`src/sv/tce_merge.sv`:
```
// Merge stage: gathers the lane words, zeroes unused channels, holds the result item.
// Depends on nothing beyond its ports.
module tce_merge #(
   parameter int LANES = 4
) (
   input  logic              clock,
   input  logic              load,
   input  logic [LANES-1:0]  keep,
   input  logic [LANES*32-1:0] words,
   output logic [127:0]      data
);

   logic [127:0] data_ff, data_in;

   always_comb begin
      data_in = 128'd0;
      for (int i = 0; i < LANES; i++)
         if (keep[i]) data_in[i*32 +: 32] = words[i*32 +: 32];
   end

   always_ff @(posedge clock) begin
      if (load) data_ff <= data_in;
   end

   assign data = data_ff;

endmodule

```
`config.mk`:
```
export PLATFORM = sky130hd
export DESIGN_NAME = tce_merge
export DESIGN_NICKNAME = d
export VERILOG_FILES = /design/src/sv/tce_merge.sv
export SDC_FILE = /design/constraint.sdc
export NUM_CORES = 1
export LEC_CHECK = 0
export BUFFER_PORTS_ARGS = -buffer_cell sky130_fd_sc_hd__buf_2
export CAP_MARGIN = 30
export CORE_MARGIN = 3
export CORE_UTILIZATION = 48
export DETAILED_ROUTE_END_ITERATION = 10
export GPL_ROUTABILITY_DRIVEN = 0
export PLACE_DENSITY = 0.83
export SYNTH_ARGS = -nofsm -noshare
export SYNTH_HDL_FRONTEND = slang
export SYNTH_SLANG_ARGS = --single-unit
```
`constraint.sdc`:
```
create_clock -name clock -period 1.15 [get_ports clock]
set_input_delay 0.23 -clock clock [delete_from_list [all_inputs] [get_ports clock]]
set_output_delay 0.23 -clock clock [all_outputs]
set_load 0.02 [all_outputs]
```
==> results of run 1 <==
==> worst max path at each step <==
stage / start / end / slack, ns / cells past startpoint
detailed placement: load / data[2]$_SDFFCE_PN0P_ / 0.14 / 2
floorplan: keep[0] / data[0]$_SDFFCE_PN0P_ / 0.38 / 2
global route: data[10]$_SDFFCE_PN0P_ / data[10] / -0.22 / 1
CTS: data[124]$_SDFFCE_PN0P_ / data[124] / -0.20 / 1
global placement: load / data[3]$_SDFFCE_PN0P_ / 0.16 / 2
finish: data[10]$_SDFFCE_PN0P_ / data[10] / -0.17 / 1
==> final cells by class <==
class | instances | area, µm²
well taps | 133 | 166
fillers | 508 | 1840
repair buffers | 320 | 2510
flip-flops and latches | 128 | 3840
clock inverters | 10 | 72.6
multi-input cells | 128 | 961
clock buffers | 20 | 425
==> timing repair <==
| action | 4_1_cts | 5_1_grt |
|---|---|---|
| hold buffers | 55 | 0 |
| endpoints found under the hold margin | 55 | 0 |
| gates cloned | 0 | 0 |
| setup endpoints to repair | 128 | 128 |
| resized for setup | 88 | 104 |
==> power by group through the flow <==
stage | Sequential (mW) | Clock (mW) | Combinational [mW]
2_1_floorplan | 6.23 | 0 | 0.232
3_3_place_gp | 5.72 | 0 | 1.39
6_report | 5.72 | 4.57 | 1.90
4_1_cts | 5.68 | 4.60 | 1.71
3_5_place_dp | 5.74 | 0 | 1.42
5_1_grt | 5.75 | 4.85 | 2.01
==> per-stage QoR <==
stage / util, % / setup TNS (ns)
2_1_floorplan: - / 0
3_3_place_gp: 64.5 / 0
3_5_place_dp: 64.5 / 0
4_1_cts: 78.0 / -17.57
5_1_grt: 81.3 / -20.39
6_report: 81.3 / -14.39
==> per-layer routing <==
layer | routed length, µm | share of wire [%] | vias to the layer above | track usage, %
met4 | 436 | 3.3 | 0 | 10.6
met2 | 7200 | 55 | 192 | 38.4
li1 | - | - | 1590 | -
met1 | 4150 | 32 | 1586 | 21.3
met3 | 1360 | 10 | 34 | 9.03
met5 | 0 | 0 | - | 0
==> kinds of logic after synthesis <==
family                 count (synthesis)  share of synthesized area, %
and+or+nand+nor                      128                          19.8
buffers and inverters                 12                          1.23
DFF                                  128                          79.0
==> cells in the final DEF (no fill, tap or decap), drive strengths merged <==
| cell | count |
|---|---|
| and2 | 128 |
| dlygate4sd3 | 55 |
| clkbuf | 20 |
| edfxtp | 128 |
| clkinvlp | 1 |
| buf | 265 |
| bufinv | 1 |
| clkinv | 8 |
==> results.md, run 1 <==
* Num CTS Buffers at 17
* Arrival time of the worst setup path at 1.09 ns
* Dominant cells by area after synthesis: edfxtp_1, and2_2, clkbuf_2
* Die area at 0.0114 mm²
* Critical Path RT at 0.92 ns
* Design area at 0.00798 mm²
* Site row count at 36
* Number of synthesized flops with an enable pin at 128
* Total of max-cap violations at 0
* Drt first pass iters at 6
* Seq pwr share at 47.0%
* Unrepaired setup endpoints after global routing: true
* Crit-path max cell delay at 0.43 ns
* Worst Tran Pin Value at 0.414 ns
* Fin cells at 739
* Hold Crit Start: words[64]
* PnR worst setup slack at -0.175 ns
* Via count at 3402
* Dpl hpwl at 7800 µm
* Gate power share at 15.6%
* Clock Path Buffers at 2
* Postcts setup bufs at 0
* Net Switching at 2.85 mW
* Power per cell area at 1530 mW/mm²
* Via density at 4.60
* Clk slew on worst S/H paths at 0.06 ns
* Setup crit start kind: flip-flop
* Failing checks: setup timing
* Fin crit share at 115%
* Synthesis Warnings at 0
* Netlist cell types at 3
* Status: finished with violations
* CP Capture Type: output port
* P&R area growth vs syn at 64.1%
* Die height at 107 µm
* Ys async rst share at 0%
* Syn Nets at 402
* Number of I/O pins at 262
* Top delay family on crit path: flip-flops
* Post-Syn Area at 0.00486 mm²
* CTS tree: built
* Synth Flop Type: edfxtp_1
* Routed Antenna Nets at 0
* Clk root buf: clkbuf_8
* Slowest stage cell on the critical path: edfxtp_1
* CORE AREA at 0.00982 mm²
* DP Worst Slack at 0.140 ns
* Initial Util at 49.5%
* Critical setup path kind: reg -> out
* First-pass GRT wire length at 18100 µm
* CP cell instances: buf_6
* Max VDD drop at 0.000901 V
* DRC at 0
* Area leader, netlist: edfxtp_1
* Crit Path Max Fanout at 1
* Sequential fraction of the synthesis area at 79.0%
* Clk sink count at 128
* Worst hold-check slack at 0.0233 ns
* Initial DRC count at 116
* Largest register FFs at 128
* Final setup fails at 128
* Net count, final at 729
* Mapped Cells at 268
* H-tree Lvls at 4
* Die X at 107 µm
* Placement Cell Area at 0.00633 mm²
* Hold Crit Class: in -> reg
* Power, Total at 12.2 mW
* Leakage at 3.40 nW
* Synth cell count leaders: and2_2, edfxtp_1, clkbuf_2
* I/O Buffers at 261
* Total GRT Usage at 21.5%
* Vias in the first global route at 3570
* Final wirelength at 13200 µm
* Worst Hold End: data[64]$_SDFFCE_PN0P_
* ANT cells at 0
* Buffers & Inverters on Critical Path at 1
* Avg Cell Area, Syn at 18.2 µm²
* Top-area cell type share of the netlist area at 79.0%
* Relative slew slack at 72.4%
* Grt total ovfl at 0
* Register bit total from synthesis at 128
* Clock share of power at 37.5%
* Fmax at 0.755 GHz
* Max-slew violation count at 0
* Final Hold Viols at 0
* Cells after DPL at 654
* Final min period at 1.32 ns
* Internal power at 9.33 mW
* Routed length per instance at 17.8 µm
* Largest net degree at the start of global routing at 58
* Fraction of final layout cells with drive strength greater than 1 at 68.6%
* Sw Ratio at 23.4%
* Hold path cells at 2
* Antenna violations before repair at 0
Note: power is estimated with default switching activity, not from simulation.
==> inputs of run 2 (changes only) <==
--- a/config.mk
+++ b/config.mk
@@ -15,3 +15,4 @@
 export SYNTH_ARGS = -nofsm -noshare
 export SYNTH_HDL_FRONTEND = slang
 export SYNTH_SLANG_ARGS = --single-unit
+export TNS_END_PERCENT = 30
==> run 2 against run 1 <==
Against the previous run:
- the flow still finishes with violations (setup timing)
- critical path depth stayed put
- combinational power down 9%
- core utilization fell by 3.3 points
- largest cell class unchanged
- cell area is 4.0% lower
- critical endpoint is now data[124]
- sequential cell count unchanged
- clock-buffer cell count did not move
- maximum frequency rose by 0.72%
- cell count grew 0.14%
- sequential power fell by 0.7%
- total power decreased by 2.2%
- setup slack better by 0.0095 ns
- via count fell by 2.5%
==> results.md, run 2 (synthesis results as in run 1) <==
* Status: finished with violations
* Failing checks: setup timing
* Final Hold Viols at 0 (unchanged)
* CP Capture Type: output port
* Die X at 107 µm (unchanged)
* Worst Tran Pin Value at 0.388 ns (-0.0264 ns)
* Final min period at 1.32 ns (-0.00952 ns)
* Hold Crit Class: in -> reg
* Routed Antenna Nets at 0 (unchanged)
* Crit Path Max Fanout at 1 (unchanged)
* Last element of the critical path: data[124]
* Total of max-cap violations at 0 (unchanged)
* Total GRT Usage at 21.4% (-0.066 points)
* Die area at 0.0114 mm² (unchanged)
* Power per cell area at 1560 mW/mm² (+2.0%)
* Die height at 107 µm (unchanged)
* DP Worst Slack at 0.140 ns (unchanged)
* Relative slew slack at 74.2% (+1.8 points)
* ANT cells at 0 (unchanged)
* Arrival time of the worst setup path at 1.09 ns (about the same)
* Initial Util at 49.5% (unchanged)
* Site row count at 36 (unchanged)
* Leakage at 3.29 nW (-3.2%)
* Grt total ovfl at 0 (unchanged)
* Fin cells at 740 (+0.14%)
* Cells after DPL at 654 (unchanged)
* Critical setup path kind: reg -> out
* Vias in the first global route at 3560 (-0.28%)
* Sum Neg Setup Slack at -13.16 ns (+1.24 ns)
* Fraction of final layout cells with drive strength greater than 1 at 68.5% (-0.11 points)
* M3 GR Usage at 8.25% (-0.78 points)
* Final setup fails at 128 (unchanged)
* P&R area growth vs syn at 57.5%
* Unrepaired setup endpoints after global routing: true
* Initial DRC count at 127 (+9.5%)
* DRC at 0 (unchanged)
* Final Util at 78.0% (-3.3 points)
* Design area at 0.00766 mm² (-4.0%)
* Placement Cell Area at 0.00633 mm² (unchanged)
* Final wirelength at 12200 µm (-7.4%)
* H-tree Lvls at 4 (unchanged)
* Most frequent cells in the layout: buf_2, and2_2, edfxtp_1
* Largest register FFs at 128 (unchanged)
* CP startpoint: data[124]$_SDFFCE_PN0P_
* CTS tree: built
* Via density at 4.48 (-2.6%)
* Max-slew violation count at 0 (unchanged)
* Top Usage Layer GRT: met2
* Slowest stage cell on the critical path: edfxtp_1
* Number of I/O pins at 262 (unchanged)
* First-pass GRT wire length at 18000 µm (-0.15%)
* CORE AREA at 0.00982 mm² (unchanged)
* Dpl hpwl at 7800 µm (unchanged)
* Clk sink count at 128 (unchanged)
* Via count at 3318 (-2.5%)
* PnR worst setup slack at -0.165 ns (+0.00952 ns)
* Fin crit share at 114% (-0.83 points)
* Routed length per instance at 16.5 µm (-7.5%)
* Critical path depth in cells at 1 (unchanged)
* Fmax at 0.760 GHz (+0.72%)
* Fill count at 583 (+15%)
* Num CTS Buffers at 17 (unchanged)
* Setup crit start kind: flip-flop
* Critical Path RT at 0.92 ns (about the same)
* Clk root buf: clkbuf_8
* Max VDD drop at 0.000934 V (+3.7%)
* Top delay family on crit path: flip-flops
* Buffers & Inverters on Critical Path at 1 (unchanged)
* Largest net degree at the start of global routing at 58 (unchanged)
* Clk slew on worst S/H paths at 0.06 ns (about the same)
* Crit-path max cell delay at 0.42 ns (about the same)
* Commonest non-fill, non-tap cell in the layout: buf_2
* Antenna violations before repair at 0 (unchanged)
* Drt first pass iters at 4 (-2)
* Global Route met2 Usage at 38.5% (+0.090 points)
* I/O Buffers at 261 (unchanged)
* Met1 Use GR at 21.7% (+0.42 points)
* Postcts setup bufs at 0 (unchanged)
* Worst hold-check slack at 0.0295 ns (+0.00621 ns)
* Power, Total at 11.9 mW (-2.2%)
* Net count, final at 730 (+0.14%)
* Clock Path Buffers at 2 (unchanged)
* CP cell instances: buf_6
-- run 2: cell count changes in the layout (fill, tap and decap cells not counted), sizes merged --
cell | previous run | this run
dlygate4sd3 | 55 | 56
-- run 2: layer usage --
metal	vias to the layer above	wire length, µm
met5	-	0
met2	170	6690
met4	0	267
li1	1597	-
met3	22	1140
met1	1529	4080
-- run 2: cell type report --
| class | instances | area, µm² | share of cell area (%) |
|---|---|---|---|
| multi-input combinational | 128 | 961 | 12.5 |
| sequential | 128 | 3840 | 50.2 |
| tap | 133 | 166 | 2.17 |
| clock inverter | 10 | 72.6 | 0.947 |
| timing repair buffer | 321 | 2190 | 28.6 |
| clock buffer | 20 | 425 | 5.55 |
-- run 2: worst min path at each step --
stage                                         end  slack, ns  cells after the start        from
after global routing       data[38]$_SDFFCE_PN0P_     0.0007                      2   words[38]
final                      data[41]$_SDFFCE_PN0P_       0.03                      2   words[41]
after global placement    data[126]$_SDFFCE_PN0P_       0.52                      2  words[126]
after detailed placement   data[94]$_SDFFCE_PN0P_       0.53                      2   words[94]
after CTS                  data[64]$_SDFFCE_PN0P_     0.0002                      2   words[64]
after floorplan             data[0]$_SDFFCE_PN0P_       0.34                      0        load
-- run 2: timing repair --
action,CTS,global route
endpoints found under the hold margin,55,1
endpoints found under the setup margin,128,128
hold buffers,55,1
resized for setup,54,33
-- run 2: power breakdown --
| part | switching, mW | internal (mW) | total [mW] |
|---|---|---|---|
| Sequential | 0.121 | 5.55 | 5.68 |
| Clock | 1.75 | 2.78 | 4.53 |
| Combinational | 0.890 | 0.825 | 1.72 |
| Total | 2.76 | 9.16 | 11.9 |
