### src/sv/tce_pkg.sv
// Shared types, constants and the to_half helper function for the texel channel encoder.
// No dependencies; used by tce_lane, texel_channel_encoder_unit and the testbench.
package tce_pkg;

   localparam logic [2:0] KIND_FLOAT = 3'd0;
   localparam logic [2:0] KIND_SNORM = 3'd1;
   localparam logic [2:0] KIND_UNORM = 3'd2;
   localparam logic [2:0] KIND_UINT  = 3'd3;
   localparam logic [2:0] KIND_SINT  = 3'd4;

   localparam logic [1:0] CSR_KIND  = 2'd0;
   localparam logic [1:0] CSR_BITS  = 2'd1;
   localparam logic [1:0] CSR_COUNT = 2'd2;

   typedef struct packed {
      logic [2:0] kind;
      logic [5:0] bits;
   } cfg_type;

   // float32 -> half, round to nearest even, NaN payload kept
   function automatic logic [15:0] to_half(input logic [31:0] x);
      logic        s;
      logic [7:0]  e;
      logic [22:0] m;
      logic [23:0] mm;
      logic [23:0] rem;
      logic [23:0] hlf;
      logic [4:0]  sh;
      logic [10:0] h;
      logic [15:0] r;
      s  = x[31];
      e  = x[30:23];
      m  = x[22:0];
      mm = {1'b1, m};
      sh = 5'd0;
      h = 11'd0;
      rem = 24'd0;
      hlf = 24'd0;
      if (e == 8'hFF) begin
         r = (m != 23'd0) ? {s, 5'h1F, 1'b1, m[21:13]} : {s, 15'h7C00};
      end else if (e >= 8'd143) begin
         r = {s, 15'h7C00};
      end else if (e <= 8'd112) begin
         if (e < 8'd102) begin
            r = {s, 15'd0};
         end else begin
            // sh = 14 - ue = 126 - e, range 14..24
            sh  = 5'(8'd126 - e);
            h   = 11'(mm >> sh);
            hlf = 24'd1 << (sh - 5'd1);
            rem = mm & ((24'd1 << sh) - 24'd1);
            if (rem > hlf || (rem == hlf && h[0])) h = h + 11'd1;
            r = {s, 4'd0, h};
         end
      end else begin
         r = {s, 5'(e - 8'd112), m[22:13]};
         if (m[12:0] > 13'h1000 || (m[12:0] == 13'h1000 && r[0])) r = r + 16'd1;
      end
      return r;
   endfunction

endpackage

### src/sv/tce_lane.sv
// One encode lane: float32 bit pattern to one channel word, two register stages.
// Depends on tce_pkg. Stage 1 clamps and multiplies, stage 2 rounds the product,
// then the word is rounded and saturated combinationally off stage 2.
module tce_lane (
   input  logic             clock,
   input  logic             en,
   input  logic             en2,
   input  tce_pkg::cfg_type cfg,
   input  logic [31:0]      raw,
   output logic [31:0]      word
);

   function automatic logic norm_k(input logic [2:0] k);
      return (k == tce_pkg::KIND_SNORM) || (k == tce_pkg::KIND_UNORM);
   endfunction

   // stage 1 products
   logic [31:0] raw_ff, raw_in;
   logic [2:0]  kind_ff;
   logic [5:0]  bits_ff;
   logic        neg_ff, neg_in;
   logic        zero_ff, zero_in;    // value is zero or NaN, or negative for unorm
   logic        satlo_ff, satlo_in;
   logic        sathi_ff, sathi_in;
   logic [47:0] prod_ff, prod_in;    // magnitude mantissa, or scaled mantissa
   logic [8:0]  sh_ff, sh_in;        // right shift that brings the units bit of the value to bit 0

   logic        s;
   logic [7:0]  e;
   logic [23:0] mm;
   logic        isnan;
   logic        norm;
   logic [16:0] lim;
   logic [31:0] word_in;

   assign s     = raw[31];
   assign e     = raw[30:23];
   assign mm    = {(e != 8'd0), raw[22:0]};
   assign isnan = (e == 8'hFF) && (raw[22:0] != 23'd0);
   assign norm  = (cfg.kind == tce_pkg::KIND_SNORM) || (cfg.kind == tce_pkg::KIND_UNORM);

   always_comb begin
      neg_in = s;
      zero_in = isnan || (raw[30:0] == 31'd0);
      satlo_in = 1'b0;
      sathi_in = 1'b0;
      lim = 17'd0;
      prod_in = 48'd0;
      sh_in = 9'd0;
      if (norm) begin
         if (cfg.kind == tce_pkg::KIND_SNORM)
            lim = (cfg.bits == 6'd8) ? 17'd127 : 17'd32767;
         else
            lim = (cfg.bits == 6'd8) ? 17'd255 : 17'd65535;
         if (cfg.kind == tce_pkg::KIND_UNORM && s) zero_in = 1'b1;
         if (e >= 8'd127 && !isnan) begin
            sathi_in = !s;
            satlo_in = s;
         end else begin
            // single-precision product: mm*lim, then round to 24 bits
            prod_in = 48'(mm) * 48'(lim);
            sh_in = 9'(9'd150 - {1'b0, e});
         end
      end else begin
         prod_in = {24'd0, mm};
         sh_in = 9'(9'd150 - {1'b0, e});
         if (e >= 8'd127 + 8'd33) begin
            sathi_in = !s;
            satlo_in = s;
         end
      end
      raw_in = raw;
   end

   always_ff @(posedge clock) begin
      if (en) begin
         raw_ff   <= raw_in;
         kind_ff  <= cfg.kind;
         bits_ff  <= cfg.bits;
         neg_ff   <= neg_in;
         zero_ff  <= zero_in;
         satlo_ff <= satlo_in;
         sathi_ff <= sathi_in;
         prod_ff  <= prod_in;
         sh_ff    <= sh_in;
      end
   end

   // stage 2: for snorm/unorm, normalize product to 24 significant bits (RNE), like a float multiply
   logic [47:0] p;
   logic [47:0] pr_ff, pr_in;
   logic [5:0]  msb;
   logic [7:0]  drop;
   logic [47:0] rb;
   logic [31:0] raw2_ff;
   logic [2:0]  kind2_ff;
   logic [5:0]  bits2_ff;
   logic        neg2_ff;
   logic        zero2_ff;
   logic        satlo2_ff;
   logic        sathi2_ff;
   logic [8:0]  sh2_ff;

   always_comb begin
      p = prod_ff;
      msb = 6'd0;
      for (int i = 0; i < 48; i++) if (p[i]) msb = 6'(i);
      drop = (norm_k(kind_ff) && msb > 6'd23) ? 8'(msb - 6'd23) : 8'd0;
      rb = (drop != 8'd0) ? (48'd1 << (drop - 8'd1)) : 48'd0;
      pr_in = p;
      if (drop != 8'd0) begin
         pr_in = p >> drop;
         if ((p & ((rb << 1) - 48'd1)) > rb || ((p & ((rb << 1) - 48'd1)) == rb && pr_in[0]))
            pr_in = pr_in + 48'd1;
         pr_in = pr_in << drop;
      end
   end

   always_ff @(posedge clock) begin
      if (en2) begin
         pr_ff     <= pr_in;
         raw2_ff   <= raw_ff;
         kind2_ff  <= kind_ff;
         bits2_ff  <= bits_ff;
         neg2_ff   <= neg_ff;
         zero2_ff  <= zero_ff;
         satlo2_ff <= satlo_ff;
         sathi2_ff <= sathi_ff;
         sh2_ff    <= sh_ff;
      end
   end

   // word: round half away, saturate, mask; float kinds pass the raw word or its half
   logic [8:0]  shr;
   logic [47:0] ip;
   logic        rbit;
   logic [33:0] mag;
   logic [33:0] val;
   logic [33:0] maxp;
   logic [33:0] minn;
   logic [5:0]  b;
   logic        sg;
   logic [31:0] mask;

   always_comb begin
      shr = sh2_ff;
      if (shr == 9'd0) begin
         ip = pr_ff;
         rbit = 1'b0;
      end else if (shr > 9'd48) begin
         ip = 48'd0;
         rbit = 1'b0;
      end else begin
         ip = pr_ff >> shr;
         rbit = pr_ff[6'(shr - 9'd1)];
      end
      mag = 34'(ip) + 34'(rbit);
      if (sh2_ff[8]) mag = 34'(pr_ff) << 6'(9'd0 - sh2_ff); // large exponent
      sg = (kind2_ff == tce_pkg::KIND_SNORM) || (kind2_ff == tce_pkg::KIND_SINT);
      if (norm_k(kind2_ff)) begin
         b = (bits2_ff == 6'd8) ? 6'd8 : 6'd16;
         maxp = sg ? ((34'd1 << (b - 6'd1)) - 34'd1) : ((34'd1 << b) - 34'd1);
         minn = maxp;
      end else begin
         b = (bits2_ff == 6'd8) ? 6'd8 : (bits2_ff == 6'd16) ? 6'd16 : 6'd32;
         maxp = sg ? ((34'd1 << (b - 6'd1)) - 34'd1) : ((34'd1 << b) - 34'd1);
         minn = sg ? (34'd1 << (b - 6'd1)) : 34'd0;
      end
      if (sathi2_ff) mag = maxp;
      if (satlo2_ff) mag = minn;
      if (!neg2_ff && mag > maxp) mag = maxp;
      if (neg2_ff && mag > minn) mag = minn;
      if (zero2_ff) mag = 34'd0;
      val = neg2_ff ? (34'd0 - mag) : mag;
      mask = (b == 6'd32) ? 32'hFFFF_FFFF : ((32'd1 << b) - 32'd1);
      if (kind2_ff == tce_pkg::KIND_FLOAT)
         word_in = (bits2_ff == 6'd32) ? raw2_ff : {16'd0, tce_pkg::to_half(raw2_ff)};
      else
         word_in = val[31:0] & mask;
   end

   assign word = word_in;

endmodule

### config.mk
export PLATFORM = sky130hd
export DESIGN_NAME = tce_lane
export DESIGN_NICKNAME = d
export VERILOG_FILES = /design/src/sv/tce_pkg.sv /design/src/sv/tce_lane.sv
export SDC_FILE = /design/constraint.sdc
export NUM_CORES = 2
export LEC_CHECK = 0
export ABC_AREA = 1
export BUFFER_PORTS_ARGS = -buffer_cell sky130_fd_sc_hd__buf_2
export CORE_MARGIN = 5
export CORE_UTILIZATION = 55
export DETAILED_ROUTE_END_ITERATION = 16
export PLACE_DENSITY = 0.82
export RECOVER_POWER = 100
export SLEW_MARGIN = 20
export SYNTH_ARGS = -nofsm -noshare
export SYNTH_HDL_FRONTEND = slang
export SYNTH_SLANG_ARGS = --single-unit
export TNS_END_PERCENT = 100
### constraint.sdc
create_clock -name clock -period 28.3 [get_ports clock]
set_clock_uncertainty 0.2 [all_clocks]
set_input_delay 0 -clock clock [delete_from_list [all_inputs] [get_ports clock]]
set_output_delay 0 -clock clock [all_outputs]
set_load 0.005 [all_outputs]
==> flow_summary.toml <==
[sta]
rsz0062_at_grt = "no"
timing.final.crit_share_pct = 66.0
timing.fmax_mhz = 53.5
fin_setup_tns_ns = 0
holdWs_ns = 0.0833
setup_viol_count_final = 0
slew_viol_final = 283
min_period_ns = 18.68
hold_viol_final = 0
slew_headroom_pct = -163
timing.final.ws_setup_ns = 9.62
worstMarginPinSlew_ns = 3.94

[die]
start_util_pct = 55.2
die_x_um = 275
die_area_um2 = 75500
ioPinCount = 76
fp-row-count = 97
core_area_um2 = 69800
die_h_um = 275

[drt]
drtIter0Drc = 5486
wl_per_cell_um = 19.4
via_per_inst = 6.01
finalWirelength_mm = 130
ant_nets = 0
drc = 0
drt_first_pass_iters = 6
vias = 40500

[logic_synthesis]
netlist_area_um2 = 38500
synth_edf_count = 195
syn_inst = 5799
synth.area.mux_share_pct = 0.442
syn_avg_cell_area_um2 = 6.65
synth_warnings = 0
synthAdderAreaFrac_pct = 24.5
synth_top_family_by_area = "simple AND/OR/NAND/NOR gates"
async_reset_ff_share_pct = 0
synthDistinctLibCells = 85
ys_seq_elements = 195
synth_compound_area_share_pct = 14.4
synth-xor-area-share_pct = 1.28
ys_seq_area_share_pct = 15.2
synth-main-ff-cell = "edfxtp_1"
synthSimpleGateAreaFrac_pct = 33.0

[critical_path]
critPathSlowestCell = "clkbuf_1"
cp_data_arrival_time_ns = 18.48
crit_path_max_fanout = 48
worstSetupStartpointType = "flip-flop"
setup.worst_path.end_class = "output port"
crit_type = "reg2out"
cp_common_cell = "nor2_1"
max_stage_delay_ns = 1.27
required_ns = 28.10
reg2regPathDepth = 86

[worst_hold_path]
hold_depth = 2
hp-class = "in2reg"

[clocking]
cts_max_path_buffers = 2
clk_pin_slew_ns = 0.08
cts_tree = "built"
insertion_delay_ns = 0.46
cts.sinks = 195
cts_resized = 0
cts_buffers = 17
h-tree-depth = 4
clockRootBuffer = "clkbuf_16"

[finish]
syn_to_final_growth_pct = 4.51
nNetsFinal = 6405
postLayoutCoreUtil_pct = 57.7
final_layout_size_suffix_gt1_share_pct = 4.06

[power]
ir_worst_vdd_v = 0.000262
p_leak_nw = 19.5
p_per_area_nw_per_um2 = 106

[global_routing]
grt_overflow = 0
grt_max_degree = 84
grt_pass1_wl_mm = 203
grt_usage_pct = 33.7
antenna_found_initial = 1
grt_pass1_vias = 37600

[flow_run]
cap_violations = 4

[place]
portBuffers = 75
hpwlAfterDp_mm = 105
gp_congestion = 1.04
post-place-ws_ns = 13.82

[outcome]
outcome = "finished with violations"
violations = "capacitance limit, slew limit"
-- path summary, 6_finish.rpt --
| kind | slack, ns | from | endpoint |
|---|---|---|---|
| worst min-delay path | 0.08 | cfg[0] | bits_ff[0] |
| worst max-delay path | 9.62 | sh2_ff[1] | word[30] |
| worst min register to register | 0.23 | sh_ff[5] | sh2_ff[5] |
| worst max register to register | 13.25 | p[4] | pr_ff[24] |
-- kinds of logic (layout without fill, tap and decap cells) --
kind of cell,count (synthesis),in the layout
simple gates,2886,2886
flops,195,195
other cells,2,33
xor+xnor,54,54
fa+ha+maj,584,584
buf+inv,1076,1038
mux,17,17
compound gates,985,985
-- Yosys cell counts (all sizes together) (3+ instances only) --
| cell | count | area (µm²) |
|---|---|---|
| or3 | 3 | 18.8 |
| a31oi | 20 | 125 |
| edfxtp | 195 | 5860 |
| a221oi | 7 | 67.6 |
| o21a | 8 | 60.1 |
| buf | 117 | 666 |
| o211ai | 45 | 338 |
| fa | 286 | 5730 |
| o2111ai | 5 | 43.8 |
| a32oi | 5 | 43.8 |
| or2 | 22 | 140 |
| nand2 | 1428 | 5450 |
| inv | 854 | 3230 |
| o32ai | 5 | 51.3 |
| o31ai | 9 | 67.6 |
| nand4 | 83 | 532 |
| xnor2 | 13 | 114 |
| o21ai | 468 | 2360 |
| nor3b | 4 | 35.0 |
| mux2i | 17 | 170 |
| o21bai | 14 | 105 |
| ha | 298 | 3730 |
| and2 | 4 | 25.0 |
| a22oi | 7 | 57.6 |
| o221ai | 9 | 78.8 |
| o311ai | 3 | 26.3 |
| a32o | 6 | 60.1 |
| xor2 | 41 | 378 |
| nor2 | 578 | 2430 |
| nand3b | 3 | 22.5 |
| a211oi | 9 | 72.6 |
| o22ai | 70 | 438 |
| a21oi | 281 | 1440 |
| nand3 | 622 | 3210 |
| clkinv | 4 | 15.0 |
| nor4 | 27 | 181 |
| nor3 | 107 | 631 |
| clkbuf | 101 | 379 |
-- state kept, by name, indices dropped and copies added, names as in the netlist --
signal     count
zero2_ff       1
raw_ff        32
raw2_ff       32
sh_ff          9
kind2_ff       3
p             41
satlo_ff       1
sathi2_ff      1
zero_ff        1
satlo2_ff      1
sh2_ff         9
bits2_ff       6
pr_ff         48
kind_ff        3
sathi_ff       1
bits_ff        6
-- what timing repair did --
| action | 4_1_cts | 5_1_grt |
|---|---|---|
| hold buffers | 43 | 0 |
| hold endpoints to repair | 100 | 0 |
| setup buffers | 0 | 0 |
-- layout make-up --
type / count / area, µm²
Clock inverter: 15 / 206
Timing Repair Buffer: 148 / 943
Inverter: 858 / 3250
Clock buffer: 17 / 425
Multi-Input combinational cell: 4557 / 28400
Antenna cell: 2 / 5.00
Sequential cell: 195 / 5860
Fill cell: 6722 / 29500
Tap cell: 940 / 1180
-- worst max-delay path, delay by kind of cell (launching register included) --
kind | cells | cell delay, ns
AND/OR/NAND/NOR | 43 | 6.63
buffers and inverters | 16 | 5.79
AO/OA/AOI/OAI | 21 | 3.46
adder cells (fa/ha/maj) | 6 | 1.79
flip-flops | 1 | 0.32
-- layer usage --
metal,share of wire [%],GRT usage (%),up-vias
li1,-,-,19100
met1,40,45.4,18600
met2,44,53.8,2304
met3,10,5.74,452
met4,5.2,14.7,2
met5,0.014,0,-
-- report_power, final --
group	internal, mW	switching (mW)
clock	0.124	0.131
sequential	0.406	0.0996
combinational	1.28	2.23
total	1.81	2.47
-- per-stage QoR --
stage | cell area (µm²) | power [mW] | std cells
global route | 40300 | 4.77 | 6730
global placement | 39400 | 3.86 | 6655
detailed placement | 39400 | 3.94 | 6655
finish | 40300 | 4.27 | 6732
CTS | 40500 | 4.22 | 6730
floorplan | 38600 | 3.11 | 5828
-- placed cells by master (no fill, tap or decap), types with 15 or more instances in the layout --
cell,n
nor4_1,25
clkbuf_1,57
mux2i_1,17
nand4_1,81
buf_4,24
inv_1,817
clkbuf_16,17
o22ai_1,70
conb_1,31
or2_2,18
nor3_1,94
xor2_1,39
nand2_1,1408
a21oi_1,278
o211ai_1,45
inv_2,29
nor2_2,15
o21ai_1,61
buf_2,21
nor2_1,545
dlygate4sd3_1,43
ha_1,298
edfxtp_1,195
o21ai_0,405
fa_1,286
a31oi_1,20
nand3_1,608
No activity file was read; power rests on OpenSTA's default activity.
